$ cat src/hss_pkg.sv
// ============================================================================
// hss_pkg: shared types and constants of the hashed slot store
// Holds the transfer payload structs, the opcode codes and the command and
// status groups that join the controller to the datapath.
// ============================================================================
`default_nettype none

package hss_pkg;

   // Fixed widths of the transfer fields and the size register.
   localparam int KEY_W   = 8;
   localparam int DATA_W  = 64;
   localparam int HASH_W  = 64;
   localparam int SLOT_W  = 10;
   localparam int SIZE_W  = 11;

   localparam logic [SIZE_W-1:0] SIZE_RESET = 11'd1024;

   // Defaults for the top-level parameters.
   localparam int DEFAULT_TABLE_DEPTH = 1024;
   localparam int DEFAULT_VALUE_WIDTH = 64;

   typedef enum logic {
      OP_STORE = 1'b0,
      OP_FETCH = 1'b1
   } op_type;

   typedef struct packed {
      op_type             opcode;
      logic [KEY_W-1:0]   key_byte;
      logic               byte_present;
      logic               key_last;
      logic [DATA_W-1:0]  write_value;
   } req_type;

   typedef struct packed {
      logic [DATA_W-1:0]  read_value;
      logic [SLOT_W-1:0]  slot_index;
   } rsp_type;

   // Commands from the controller to the datapath.
   typedef struct packed {
      logic clear_step;   // write zero to the next slot of the clearing pass
      logic take;         // an input transfer is accepted this cycle
      logic div_step;     // one restoring-division step
      logic access;       // table write (store) or table read (fetch)
      logic out_load;     // load the result register
   } cmd_type;

   // Status from the datapath to the controller.
   typedef struct packed {
      logic clear_last;   // the clearing pass is at its final slot
      logic div_last;     // the divider is on its final step
   } stat_type;

endpackage

`default_nettype wire

$ cat src/hss_ctrl.sv
// ============================================================================
// hss_ctrl: controller of the hashed slot store
// Sequences the clearing pass, byte intake, the bit-serial modulo, the table
// access and the result handoff; owns the input ready and the result valid.
// ============================================================================
`default_nettype none

module hss_ctrl (
   input  wire logic              clock,
   input  wire logic              reset,
   input  wire logic              req_valid,
   input  wire logic              req_last,
   output logic                   req_ready,
   output logic                   rsp_valid,
   input  wire logic              rsp_ready,
   output hss_pkg::cmd_type       cmd,
   input  wire hss_pkg::stat_type stat
);

   typedef enum logic [2:0] {
      ST_CLEAR,
      ST_IDLE,
      ST_DIVIDE,
      ST_ACCESS,
      ST_RESULT
   } state_type;

   state_type state_ff, state_in;
   logic      rsp_valid_ff, rsp_valid_in;

   always_comb begin
      state_in = state_ff;
      cmd      = '0;
      req_ready = 1'b0;
      unique case (state_ff)
         ST_CLEAR: begin
            cmd.clear_step = 1'b1;
            if (stat.clear_last) begin
               state_in = ST_IDLE;
            end
         end
         ST_IDLE: begin
            req_ready = 1'b1;
            cmd.take  = req_valid;
            if (req_valid && req_last) begin
               state_in = ST_DIVIDE;
            end
         end
         ST_DIVIDE: begin
            cmd.div_step = 1'b1;
            if (stat.div_last) begin
               state_in = ST_ACCESS;
            end
         end
         ST_ACCESS: begin
            cmd.access = 1'b1;
            state_in   = ST_RESULT;
         end
         ST_RESULT: begin
            // The result register is free when empty or being drained now.
            if (!rsp_valid_ff || rsp_ready) begin
               cmd.out_load = 1'b1;
               state_in     = ST_IDLE;
            end
         end
         default: begin
            state_in = ST_IDLE;
         end
      endcase
      rsp_valid_in = cmd.out_load | (rsp_valid_ff & ~rsp_ready);
   end

   always_ff @(posedge clock) begin
      if (reset) begin
         state_ff     <= ST_CLEAR;
         rsp_valid_ff <= 1'b0;
      end else begin
         state_ff     <= state_in;
         rsp_valid_ff <= rsp_valid_in;
      end
   end

   assign rsp_valid = rsp_valid_ff;

endmodule

`default_nettype wire

$ cat config.mk
export PLATFORM = sky130hd
export DESIGN_NAME = hss_ctrl
export DESIGN_NICKNAME = d
export VERILOG_FILES = /design/src/hss_pkg.sv /design/src/hss_ctrl.sv
export SDC_FILE = /design/constraint.sdc
export NUM_CORES = 1
export LEC_CHECK = 0
export ABC_AREA = 1
export ABC_CLOCK_PERIOD_IN_PS = 2200
export BUFFER_PORTS_ARGS = -buffer_cell sky130_fd_sc_hd__buf_2
export CAP_MARGIN = 15
export CORE_AREA = 2 2 39 41
export CTS_CLUSTER_SIZE = 16
export DETAILED_ROUTE_END_ITERATION = 8
export DIE_AREA = 0 0 41 43
export MAX_ROUTING_LAYER = met4
export PLACE_DENSITY_LB_ADDON = 0.15
export SLEW_MARGIN = 30
export SYNTH_ARGS = -nofsm -noshare
export SYNTH_HDL_FRONTEND = slang
export SYNTH_SLANG_ARGS = --single-unit
$ cat constraint.sdc
create_clock -name clock -period 2.2 [get_ports clock]
set_clock_uncertainty 0.05 [all_clocks]
set_input_delay 0 -clock clock [delete_from_list [all_inputs] [get_ports clock]]
set_output_delay 0 -clock clock [all_outputs]
set_load 0.005 [all_outputs]
# Word-level counts from Yosys, hierarchy flattened
# Cells that the tools add are included.
dict set report op_classes {
  eq_ne 8
  mux 12
  n_bitwise 3
  reduce_logical 5
}
# op n
set op_table {}
lappend op_table {{$pmux 3 s5} 1}
lappend op_table {{$mux 3} 4}
lappend op_table {{$ne 2x2->1 const B} 4}
lappend op_table {{$mux 1} 7}
lappend op_table {{$eq 3x2->1 const B} 2}
lappend op_table {{$reduce_and 4->1} 1}
lappend op_table {{$eq 3x1->1 const B} 1}
lappend op_table {{$eq 3x3->1 const B} 1}
lappend op_table {{$logic_not 3->1} 1}
lappend op_table {{$and 1x1->1} 1}
lappend op_table {{$logic_and 1x1->1} 1}
lappend op_table {{$logic_not 1->1} 1}
lappend op_table {{$logic_or 1x1->1} 1}
lappend op_table {{$not 1->1} 1}
lappend op_table {{$or 1x1->1} 1}
dict set report word_totals {
  regBits 4
  in_bits 7
  out_inout_bits 7
}

# Logic depth before layout (Yosys ltp)
dict set report depth {
  ltp_word 5
  depth_mapped 8
}

# Worst setup path after synthesis
# OpenSTA, ideal clock, no wires.
dict set report synth_path {
  path_kind {register -> register}
  from {register state_ff[0]}
  to {register state_ff[0]}
  arrival_time_ps 879
  t_required_ps 2037
  setup_slack_ps 1158
  stages_incl_launch_ff 8
  path_buffers 0
  synth_period_minus_slack_ps 1042
  path_cell_list {dfxtp_1 nor2_1 nand3b_1 nand2_1 nor2_2 nand2_1 nand2_1 nor2_1}
}
dict set report synth_between {
  elab_chain_len 3
  word_cells_on_any_way 11
  classes_between {8 x eq/ne; 1 x mux; 2 x reduce/logical}
}
# element line
set synth_lines {}
lappend synth_lines {{from (decl)} hss_ctrl.sv:28} ;# state_type state_ff, state_in;
lappend synth_lines {{from (signal assigned)} hss_ctrl.sv:78} ;# state_ff <= state_in;
lappend synth_lines {{$eq 3x3->1, or another cell as far along} hss_ctrl.sv:35} ;# unique case (state_ff)
lappend synth_lines {{$ne 2x2->1 (no line)} --}
lappend synth_lines {{$reduce_and 4->1 (no line)} --}
# Several ways; a longest one is shown, not always the timed one.
# A chain may end at the register's enable or synchronous reset.

==> flow_metrics.tcl <==
set metrics [dict create \
    gp_congestion 0.717 \
    crit_required_ns 2.15 \
    area_growth_pct 45.0 \
    fin_crit_ns 1.16 \
    die_area_mm2 0.00176 \
    netSwitchingPower_uw 179 \
    grt_max_degree 7 \
    cts_tree "done" \
    synth-seq-area-share 0.306 \
    finalMaxSlewViolations 0 \
    stdcell_count 79 \
    cts_buffer_depth 2 \
    pwr-share-seq 0.280 \
    synth_area_um2 262 \
    mostFrequentLayoutCell "buf_2" \
    timing.fmax_mhz 863 \
    final-hold-violation-count 0 \
    clockRootBuffer "clkbuf_4" \
    setup_viol 0 \
    endpoint_kind "primary output" \
    core-area_mm2 0.00138 \
    routedWlPerCell_um 7.10 \
    grt_pass1_vias 255 \
    track_usage 0.0780 \
    min_path_cells 4 \
    worstPathCellList "inv_2 -> nor2_2 -> nand2_1 -> nor2_1 -> buf_2" \
    slowest_delay_ns 0.40 \
    rsz0062_at_grt "false" \
    io_pins 14 \
    synth_cells 46 \
    cpMaxStageDelayCell "dfxtp_1" \
    dp_cells 75 \
    setup.worst_path.start_class "flop" \
    synth-seq-cells 4 \
    die_x_um 41 \
    status "complete, no violations" \
    setup_tns_ns 0 \
    io_buffer_count 13 \
    leakage_nw 0.237 \
    vias 284 \
    n_antenna_cell 0 \
    drcViolationCount 0 \
    die_y_um 43 \
    worstSetupPathType "flop to primary output" \
    setup_slack_ns 1.04 \
    antenna_found_initial 0 \
    drv_cap 0 \
    routed_wl_um 561 \
    post-place-ws_ns 1.05 \
    pwr_density_cell_mw_per_mm2 1120 \
    hold_path.class "input port to flop" \
    switching_share 0.422 \
    start_util 0.189 \
    layout.nets 72 \
    drt_iter0_markers 3 \
    syn_nets 53 \
    reg2reg_depth 6 \
    clkLatencyLatePin_ns 0.23 \
    vdd_ir_drop_max_mv 0.328 \
    drive_gt1_frac 0.333 \
    p_int_uw 245 \
    firstDrtPassIters 2 \
    synth.distinct_cells 11 \
    final_cell_mix "13 x buf_2, 12 x nand2_1, 11 x inv_1, 8 x nor2_1, 4 x dfxtp_1" \
    path_max_fanout 5 \
    total_power_uw 424 \
    clockPowerShare 0.204 \
    fin_crit_sh 0.527 \
    htree_num_levels 1 \
    cts_setup_buffers 0 \
    slew_headroom 0.826 \
    antenna_left 0 \
    syn_avg_cell_area_um2 5.68 \
    comb_power_share 0.516 \
    rows 14 \
    yosys_warnings 0 \
    stdcell_area_um2 379 \
    grt_first_pass_wirelength_um 862 \
    worst_slew_pin_slew_ns 0.261 \
    cts_buffers 3 \
    arrival_ns 1.11 \
    cts_sinks 4 \
    dp_hpwl_um 457 \
    clk_pin_slew_ns 0.03 \
    via_per_inst 3.59 \
    placed_area_um2 347 \
    overflow 0 \
]
worst paths after layout:
path	from	to	slack, ns
max reg2reg	state_ff[2]	state_ff[1]	1.04
min reg2reg	state_ff[1]	state_ff[1]	0.48
max	state_ff[0]	cmd[3]	1.04
min	rsp_ready	rsp_valid	0.008
registers in the layout, summed over array words and instances, names as in the netlist:
name,flops
rsp_valid,1
state_ff,3
cells in the mapped netlist:
cell      count  area (um2)
a21oi_1       2        10.0
dfxtp_1       4        80.1
inv_1        11        41.3
inv_2         1        3.75
nand2_1      12        45.0
nand3_1       2        10.0
nand3_2       1        10.0
nand3b_1      1        7.51
nor2_1        8        30.0
nor2_2        3        18.8
nor3_1        1        5.00
per-layer routing:
| layer | part of all wire | track usage | vias to the layer above |
|---|---|---|---|
| li1 | - | - | 168 |
| met1 | 0.49 | 0.0895 | 108 |
| met2 | 0.43 | 0.0938 | 6 |
| met3 | 0.062 | 0.0157 | 2 |
| met4 | 0.018 | 0.100 | 0 |
| met5 | 0 | - | - |
layout make-up:
| type | count | area [um2] |
|---|---|---|
| flip-flops and latches | 4 | 80.1 |
| repair buffers | 14 | 75.1 |
| inverters | 12 | 45.0 |
| multi-input cells | 30 | 136 |
| clock buffers | 3 | 22.5 |
| fillers | 174 | 1000 |
| well taps | 16 | 20.0 |
per-stage QoR:
stage                util  hold WS [ns]
finish              0.274       0.00759
floorplan               -        0.0191
detailed placement  0.250         0.149
global route        0.274        0.0356
global placement    0.250         0.151
CTS                 0.274       0.00302
power groups by stage:
stage                     combinational (mW)  clock [mW]  sequential, mW
after floorplan                        0.158           0           0.114
after global placement                 0.226           0           0.119
after detailed placement               0.221           0           0.120
after CTS                              0.225      0.0930           0.119
after global routing                   0.253      0.0957           0.123
final                                  0.219      0.0864           0.119
worst max-delay path: cells and delay by family (launching register included):
kind                   cells  cell delay, ns
DFF                        1            0.40
and+or+nand+nor            3            0.31
buffers and inverters      2            0.18
timing repair:
action,CTS,global route
hold buffers,1,0
gates resized for setup,0,0
endpoints found under the hold margin,2,0
endpoints found under the setup margin,0,0
cell families after synthesis:
logic type | count (synthesis) | share of synthesized area
and+or+nand+nor | 28 | 0.483
buffers and inverters | 12 | 0.172
DFF | 4 | 0.306
AOI/OAI and AO/OA | 2 | 0.0383
(Power assumes the default switching activity.)
